`config.mk`:
```
export PLATFORM = sky130hd
export DESIGN_NAME = fdsa_ctrl
export DESIGN_NICKNAME = d
export VERILOG_FILES = /design/src/rtl/fdsa_pkg.sv /design/src/rtl/fdsa_ctrl.sv
export SDC_FILE = /design/constraint.sdc
export NUM_CORES = 1
export LEC_CHECK = 0
export ABC_AREA = 1
export BUFFER_PORTS_ARGS = -buffer_cell sky130_fd_sc_hd__buf_4
export CAP_MARGIN = 10
export CORE_MARGIN = 1.5
export CORE_UTILIZATION = 30
export DETAILED_ROUTE_END_ITERATION = 8
export PLACE_DENSITY = 0.58
export SYNTH_ARGS = -nofsm -noshare
export SYNTH_HDL_FRONTEND = slang
export SYNTH_SLANG_ARGS = --single-unit
```
`constraint.sdc`:
```
create_clock -name i_clk -period 1.08 [get_ports i_clk]
set_input_delay 0.054 -clock i_clk [delete_from_list [all_inputs] [get_ports i_clk]]
set_output_delay 0.054 -clock i_clk [all_outputs]
set_load 0.03 [all_outputs]
```
`src/rtl/fdsa_pkg.sv`:
```
// Package for the Forth data stack ALU: operation codes, error codes,
// controller-to-datapath command struct. No dependencies.
package fdsa_pkg;
    localparam logic [4:0] OP_PUSH = 5'd0,  OP_ADD = 5'd1,  OP_SUB = 5'd2,  OP_MUL = 5'd3;
    localparam logic [4:0] OP_DIV  = 5'd4,  OP_LT  = 5'd5,  OP_GT  = 5'd6,  OP_EQ  = 5'd7;
    localparam logic [4:0] OP_NE   = 5'd8,  OP_LE  = 5'd9,  OP_GE  = 5'd10, OP_ZLT = 5'd11;
    localparam logic [4:0] OP_ZGT  = 5'd12, OP_ZEQ = 5'd13, OP_ZNE = 5'd14, OP_ZLE = 5'd15;
    localparam logic [4:0] OP_ZGE  = 5'd16, OP_AND = 5'd17, OP_OR  = 5'd18, OP_XOR = 5'd19;
    localparam logic [4:0] OP_SWAP = 5'd20, OP_DUP = 5'd21, OP_DROP = 5'd22, OP_OVER = 5'd23;
    localparam logic [4:0] OP_ROT  = 5'd24, OP_PICK = 5'd25, OP_POP = 5'd26;

    localparam logic [1:0] ERR_NONE = 2'd0, ERR_UNDER = 2'd1, ERR_OVER = 2'd2, ERR_DIVZ = 2'd3;

    // Datapath register select codes
    localparam logic [1:0] SEL_B = 2'd0, SEL_A = 2'd1, SEL_C = 2'd2;

    typedef struct packed {
        logic       rd_en;     // issue memory read
        logic [1:0] rd_off;    // read at sp-1-rd_off (when rd_pick is low)
        logic       rd_pick;   // use pick address
        logic [1:0] ld_sel;    // which operand register loads the RAM read data
        logic       ld_en;
        logic       start_mul;
        logic       start_div;
    } t_cmd;
endpackage

```
`src/rtl/fdsa_ctrl.sv`:
```
// Controller: sequences reads of the stack memory and the iterative unit.
// Depends on fdsa_pkg.
module fdsa_ctrl (
    input  logic                 i_clk,
    input  logic                 i_rst_n,
    input  logic                 i_start,
    input  logic [4:0]           i_op,
    input  logic                 i_ok,        // operation legal (no error)
    input  logic                 i_unit_done,
    input  logic                 i_out_free,  // result register can take a word
    output fdsa_pkg::t_cmd       o_cmd,
    output logic                 o_idle,
    output logic                 o_finish
);
    import fdsa_pkg::*;

    localparam logic [2:0] S_IDLE = 3'd0, S_RD1 = 3'd1, S_RD2 = 3'd2, S_RD3 = 3'd3;
    localparam logic [2:0] S_PICK = 3'd4, S_UNIT = 3'd5, S_FIN = 3'd6, S_WAIT = 3'd7;

    logic [2:0] r_state, n_state;
    logic [4:0] r_op;

    always_ff @(posedge i_clk) begin
        if (!i_rst_n) begin
            r_state <= S_IDLE;
        end else begin
            r_state <= n_state;
        end
        if (i_start) begin
            r_op <= i_op;
        end
    end

    // Reads: RD1 issues top (b), RD2 a, RD3 c; each lands in the next cycle.
    always_comb begin
        n_state  = r_state;
        o_cmd    = '0;
        o_finish = 1'b0;
        case (r_state)
            S_IDLE: begin
                if (i_start) begin
                    n_state = S_RD1;
                end
            end
            S_RD1: begin
                o_cmd.rd_en = 1'b1; o_cmd.rd_off = 2'd0;
                n_state = S_RD2;
            end
            S_RD2: begin
                o_cmd.rd_en = 1'b1; o_cmd.rd_off = 2'd1;
                o_cmd.ld_en = 1'b1; o_cmd.ld_sel = SEL_B;
                n_state = S_RD3;
            end
            S_RD3: begin
                o_cmd.rd_en = 1'b1; o_cmd.rd_off = 2'd2;
                o_cmd.ld_en = 1'b1; o_cmd.ld_sel = SEL_A;
                n_state = S_PICK;
            end
            S_PICK: begin
                o_cmd.rd_en = 1'b1; o_cmd.rd_pick = 1'b1;
                o_cmd.ld_en = 1'b1; o_cmd.ld_sel = SEL_C;
                n_state = S_WAIT;
            end
            S_WAIT: begin
                // pick result lands in the c register
                o_cmd.ld_en = (r_op == OP_PICK); o_cmd.ld_sel = SEL_C;
                if (i_ok && (r_op == OP_MUL || r_op == OP_DIV)) begin
                    o_cmd.start_mul = (r_op == OP_MUL);
                    o_cmd.start_div = (r_op == OP_DIV);
                    n_state = S_UNIT;
                end else begin
                    n_state = S_FIN;
                end
            end
            S_UNIT: begin
                if (i_unit_done) begin
                    n_state = S_FIN;
                end
            end
            S_FIN: begin
                // hold the writeback while the previous result still waits
                if (i_out_free) begin
                    o_finish = 1'b1;
                    n_state  = S_IDLE;
                end
            end
            default: n_state = S_IDLE;
        endcase
    end

    assign o_idle = (r_state == S_IDLE);
endmodule

```
==> summary.md, run 1 <==
| Metric | Value |
|---|---|
| Status | complete, but fails checks |
| Violated checks | negative setup slack |
| Diode count | 0 |
| Synth Flop Type | edfxtp_1 |
| Worst r2r path cells | 7 |
| Share of the synthesized area in the top cell type | 0.324 |
| Final Setup Violations | 14 |
| Final critical-path share of the clock period | 1.25 |
| Slew HR | 0.860 |
| Post-synth top area cell | edfxtp_1 |
| Placed cell count | 100 |
| EDFF count, synth | 5 |
| WS Path Type | reg -> out |
| Min Hold Slack | 0.0498 ns |
| Tot GR Track Use | 0.179 |
| Global-route wire length before repair | 2.41 mm |
| DIE AREA | 0.00179 mm^2 |
| Fin crit period | 1.35 ns |
| Number of clock sinks | 8 |
| Core box area | 0.00137 mm^2 |
| CP endpoint kind | output pin |
| CP cell instances | nor2_1 -> nand3b_1 -> nor2_1 -> buf_4 |
| CP max-delay cell | edfxtp_1 |
| Worst EP required | 1.03 ns |
| Max IR drop VDD | 0.918 mV |
| Post-synthesis register bit count | 8 |
| Row count | 13 |
| Max Fclk | 741 MHz |
| CTS buffer count | 3 |
| Clock tree root buffer cell | clkbuf_4 |
| CTS tree | done |
| Largest net degree at the start of global routing | 9 |
| Top cells by area, synth | edfxtp_1 (32%), dfxtp_1 (13%), nand2_1 (7.3%), inv_1 (6.5%), nor2_1 (6.5%) |
| Post-synth top cells | nand2_1 (9), inv_1 (8), nor2_1 (8), edfxtp_1 (5), nand3_1 (5) |
| Max Clock Skew | 0.000857 ns |
| Gpl congestion | 0.800 |
| Max-cap violations | 0 |
| Area grow syn2layout | 126% |
| P_leak | 0.000486 uW |
| Util after Layout | 0.766 |
| Die width | 42.3 um |
| CTS clk-pin slew, worst paths | 0.06 ns |
| Vias per cell | 5.07 |
| Crit Path Max Fanout | 3 |
| PwrDens | 1150 mW/mm^2 |
| CP max stage delay | 0.46 ns |
| Worst reg2reg setup slack | -0.17 ns |
| Hold-critical path depth | 3 |
| Sequential share of the synthesized area | 0.454 |
| Cell Area, Synth | 463 um^2 |
| Die H | 42.3 um |
| Clk buf depth | 2 |
| Starting Density | 0.339 |
| Drt pass-1 iters | 4 |
| DR WL/cell | 14.3 um |
| Final worst slack | -0.269 ns |
| Worst slew pin tran | 0.209 ns |
| IO buf count | 21 |
| H-Tree Depth | 1 |
| HPWL Detailed | 874 um |
| Synth Instances | 60 |
| Synth warnings | 0 |
| I/O Pins | 22 |
| Residual DRC | 0 |
| Fin. Hold Viols | 0 |
| Skew-Pair Late Insertion Delay | 0.25 ns |
| Hold Crit Class | in -> reg |
| Nets | 120 |
| RSZ-0062 raised after global routing | yes |
| Vias in the first global route | 557 |
| Non-filler cells in the finished layout | 123 |
| Detailed Route Iter0 Violations | 16 |
| DR vias | 623 |
| Nets in the synthesized netlist | 71 |
| ANT nets after route | 0 |
| Fillers | 86 |
| Count of pins over their slew limit | 0 |
| Ys async rst share | 0 |
| Startpoint Class | flop |
| Worst hold start | i_rst_n |
| Worst reg2reg startpoint | r_state[0] |
| Hold endpoint | r_state[1] |
| Most frequent CP cell | nor2_1 |
| Routed Wire Length | 1.76 mm |
| Worst EP arrival | 1.29 ns |
| Share of cells above drive strength 1 | 0.685 |
| Count leader, synth | nand2_1 |
| Total gr overflow | 0 |
| Antenna violations before repair | 0 |
| Mapped Avg Cell Area | 7.72 um^2 |
| Distinct cell type count after synthesis | 20 |
## cells in the final DEF, fill, tap and decap left out, types with 2 or more instances in the layout
cell / netlist / layout
dlygate4sd3_1: 0 / 5
clkbuf_4: 0 / 3
nand2_1: 9 / 3
nand4_1: 2 / 2
inv_1: 8 / 5
nand2_2: 2 / 6
edfxtp_1: 5 / 5
dfxtp_4: 0 / 3
nand2_4: 0 / 2
nor2_4: 0 / 4
nor2_1: 8 / 4
a21oi_1: 2 / 2
buf_4: 1 / 25
buf_6: 0 / 15
nand3_2: 1 / 3
nand3_4: 0 / 2
inv_2: 4 / 4
nor2_2: 2 / 2
## routing by layer
metal | track usage | part of all wire
met5 | 0 | 0
met4 | 0.0938 | 0.014
met3 | 0.0216 | 0.042
met2 | 0.332 | 0.54
met1 | 0.195 | 0.40
## final cells by class
| class | instances | area (um^2) | area share |
|---|---|---|---|
| sequential | 8 | 221 | 0.212 |
| multi-input combinational | 39 | 313 | 0.299 |
| timing repair buffer | 45 | 407 | 0.389 |
| tap | 15 | 18.8 | 0.0179 |
| clock buffer | 4 | 26.3 | 0.0251 |
| inverter | 12 | 60.1 | 0.0574 |
## through the flow
| step | power [uW] | TNS [ns] | instance area [um^2] | worst slack (ns) |
|---|---|---|---|---|
| floorplan | 588 | -0.477 | 479 | -0.136 |
| global route | 1270 | -2.98 | 1050 | -0.366 |
| global placement | 717 | -0.0695 | 686 | -0.0267 |
| CTS | 1140 | -1.49 | 963 | -0.225 |
| detailed placement | 716 | 0 | 686 | 0.00789 |
| finish | 1210 | -2.17 | 1050 | -0.269 |
## how the worst max path moves through the flow
stage,cells after the start,startpoint,endpoint
finish,4,r_op[1],o_cmd[0]
global route,4,r_op[1],o_cmd[0]
CTS,4,r_op[1],o_cmd[2]
detailed placement,6,r_op[3],r_state[1]
global placement,5,flop,o_cmd[1]
floorplan,4,flop,o_cmd[0]
## logic make-up after synthesis
kind of cell	synth area share
buffers and inverters	0.114
AO/OA/AOI/OAI	0.108
flip-flops	0.454
AND/OR/NAND/NOR	0.324
## report_power, final
| part | leakage [uW] | internal [uW] | switching (uW) | total [uW] |
|---|---|---|---|---|
| Combinational | 0.000396 | 271 | 283 | 554 |
| Sequential | 0.0000756 | 358 | 46.4 | 404 |
| Clock | 0.0000150 | 142 | 107 | 248 |
| Total | 0.000486 | 770 | 436 | 1210 |
## worst max-delay path: cells and delay by family (launching register included)
family        cells  cell delay (ns)
flops             1             0.46
simple gates      3             0.41
buf+inv           1             0.17
## repair_timing
| action | 4_1_cts | 5_1_grt |
|---|---|---|
| resized for setup | 38 | 13 |
| cloned | 0 | 0 |
| setup buffers | 10 | 6 |
| pin swaps | 12 | 13 |
| endpoints found under the setup margin | 12 | 14 |
| hold endpoints to repair | 5 | 0 |
| hold buffers | 5 | 0 |
Note: power is estimated with default switching activity, not from simulation.
==> inputs of run 2 (changes only) <==
- RECOVER_POWER: default -> 25
==> summary.md, run 2 (synthesized netlist as in run 1, its figures left out) <==
| Metric | Value |
|---|---|
| Hold Crit Class | in -> reg (unchanged) |
| Stages on the worst setup path | 4 (unchanged) |
| DR WL/cell | 14.3 um (about the same) |
| Hold-critical path depth | 3 (unchanged) |
| Number of clock sinks | 8 (unchanged) |
| Final Setup Violations | 14 (unchanged) |
| Worst path bufs/invs | 1 (unchanged) |
| CTS buffer count | 3 (unchanged) |
| Diode count | 0 (unchanged) |
| Vias in the first global route | 557 (unchanged) |
| Count of pins over their slew limit | 0 (unchanged) |
| DIE AREA | 0.00179 mm^2 (unchanged) |
| Status | complete, but fails checks (unchanged) |
| Gpl congestion | 0.800 (unchanged) |
| Worst EP arrival | 1.29 ns (about the same) |
| Worst EP required | 1.03 ns (about the same) |
| HPWL Detailed | 874 um (unchanged) |
| Share of cells above drive strength 1 | 0.676 (was 0.685) |
| Worst slew pin tran | 0.291 ns (was 0.209 ns) |
| I/O Pins | 22 (unchanged) |
| Crit Path Max Fanout | 3 (unchanged) |
| WS Path Type | reg -> out (unchanged) |
| Largest net degree at the start of global routing | 9 (unchanged) |
| Global-route wire length before repair | 2.41 mm (unchanged) |
| Setup TNS | -2.17 ns (about the same) |
| Max-cap violations | 0 (unchanged) |
| Residual DRC | 0 (unchanged) |
| Max IR drop VDD | 0.918 mV (about the same) |
| CTS clk-pin slew, worst paths | 0.06 ns (about the same) |
| Nets | 120 (unchanged) |
| Placed cell count | 100 (unchanged) |
| Final critical-path share of the clock period | 1.25 (about the same) |
| RSZ-0062 raised after global routing | yes (unchanged) |
| CTS tree | done (unchanged) |
| Core box area | 0.00137 mm^2 (unchanged) |
| P_leak | 0.000483 uW (was 0.000486 uW) |
| Commonest non-fill, non-tap cells in the layout | buf_4 (24), buf_6 (15), nand2_2 (6) (was buf_4 (25), buf_6 (15), nand2_2 (6)) |
| Clk buf depth | 2 (unchanged) |
| Max Clock Skew | 0.000838 ns (was 0.000857 ns) |
| Drt pass-1 iters | 4 (unchanged) |
| Routed Wire Length | 1.76 mm (about the same) |
| H-Tree Depth | 1 (unchanged) |
| Total gr overflow | 0 (unchanged) |
| Non-filler cells in the finished layout | 123 (unchanged) |
| Area grow syn2layout | 125% (was 126%) |
| Skew-Pair Late Insertion Delay | 0.25 ns (about the same) |
| CP max-delay cell | edfxtp_1 (unchanged) |
| Worst r2r path cells | 7 (unchanged) |
| ANT nets after route | 0 (unchanged) |
| Clock tree root buffer cell | clkbuf_4 (unchanged) |
| Antenna violations before repair | 0 (unchanged) |
| Detailed Route Iter0 Violations | 16 (unchanged) |
| Vias per cell | 5.06 (was 5.07) |
| Tot GR Track Use | 0.179 (unchanged) |
| PwrDens | 1160 mW/mm^2 (was 1150 mW/mm^2) |
| Row count | 13 (unchanged) |
| Place WS | 0.00789 ns (unchanged) |
| Final worst slack | -0.269 ns (about the same) |
| Max Fclk | 741 MHz (about the same) |
| CP endpoint kind | output pin (unchanged) |
| Starting Density | 0.339 (unchanged) |
| Most frequent CP cell | nor2_1 (unchanged) |
| Crit path max-delay family | flip-flops (unchanged) |
| CP cell instances | nor2_1 -> nand3b_1 -> nor2_1 -> buf_4 (unchanged) |
| Violated checks | negative setup slack (unchanged) |
| Die H | 42.3 um (unchanged) |
| Slew HR | 0.806 (was 0.860) |
| Die width | 42.3 um (unchanged) |
| Min Hold Slack | 0.0498 ns (unchanged) |
| Fin crit period | 1.35 ns (about the same) |
| DR vias | 622 (was 623) |
| Leading cell type in the layout, fill and taps excluded | buf_4 (unchanged) |
| Fin. Hold Viols | 0 (unchanged) |
| CP max stage delay | 0.46 ns (about the same) |
| IO buf count | 21 (unchanged) |
| Startpoint Class | flop (unchanged) |
==> run 2: worst paths after layout <==
check / start / to / slack, ns
max: r_op[1] / o_cmd[0] / -0.27
max reg2reg: r_state[0] / flop / -0.17
min: i_rst_n / r_state[1] / 0.05
min reg2reg: r_state[1] / r_state[1] / 0.66
==> run 2: report_power, final <==
part           total (uW)  internal [uW]  switching (uW)
registers             404            358            46.5
logic                 552            269             283
clock network         248            142             107
==> run 2: layout make-up <==
| type | instances | area, um^2 |
|---|---|---|
| Tap cell | 15 | 18.8 |
| Multi-Input combinational cell | 39 | 313 |
| Fill cell | 87 | 324 |
| Inverter | 12 | 60.1 |
| Timing Repair Buffer | 45 | 403 |
| Clock buffer | 4 | 26.3 |
| Sequential cell | 8 | 221 |
==> run 2: what timing repair did <==
item	CTS	global route
gates cloned	0	0
setup endpoints to repair	12	14
hold endpoints to repair	5	0
pin swaps	12	13
setup buffers	10	6
hold buffers	5	0
resized for setup	38	13
==> run 2: worst reg2reg max path: cells and delay by family (launching register included) <==
kind | cells | cell delay [ns]
buffers and inverters | 3 | 0.27
AND/OR/NAND/NOR | 2 | 0.24
flip-flops | 1 | 0.41
AO/OA/AOI/OAI | 2 | 0.21
==> run 2: stage by stage <==
stage | instance area, um^2 | utilization | power [uW]
4_1_cts | 963 | 0.705 | 1140
6_report | 1040 | 0.763 | 1200
2_1_floorplan | 479 | - | 588
3_5_place_dp | 686 | 0.502 | 716
5_1_grt | 1040 | 0.763 | 1260
3_3_place_gp | 686 | 0.502 | 717
==> run 2: routing by layer <==
metal	wire length, um	track usage
met5	0	0
met3	73	0.0216
met1	703	0.195
met4	25	0.0938
met2	957	0.332
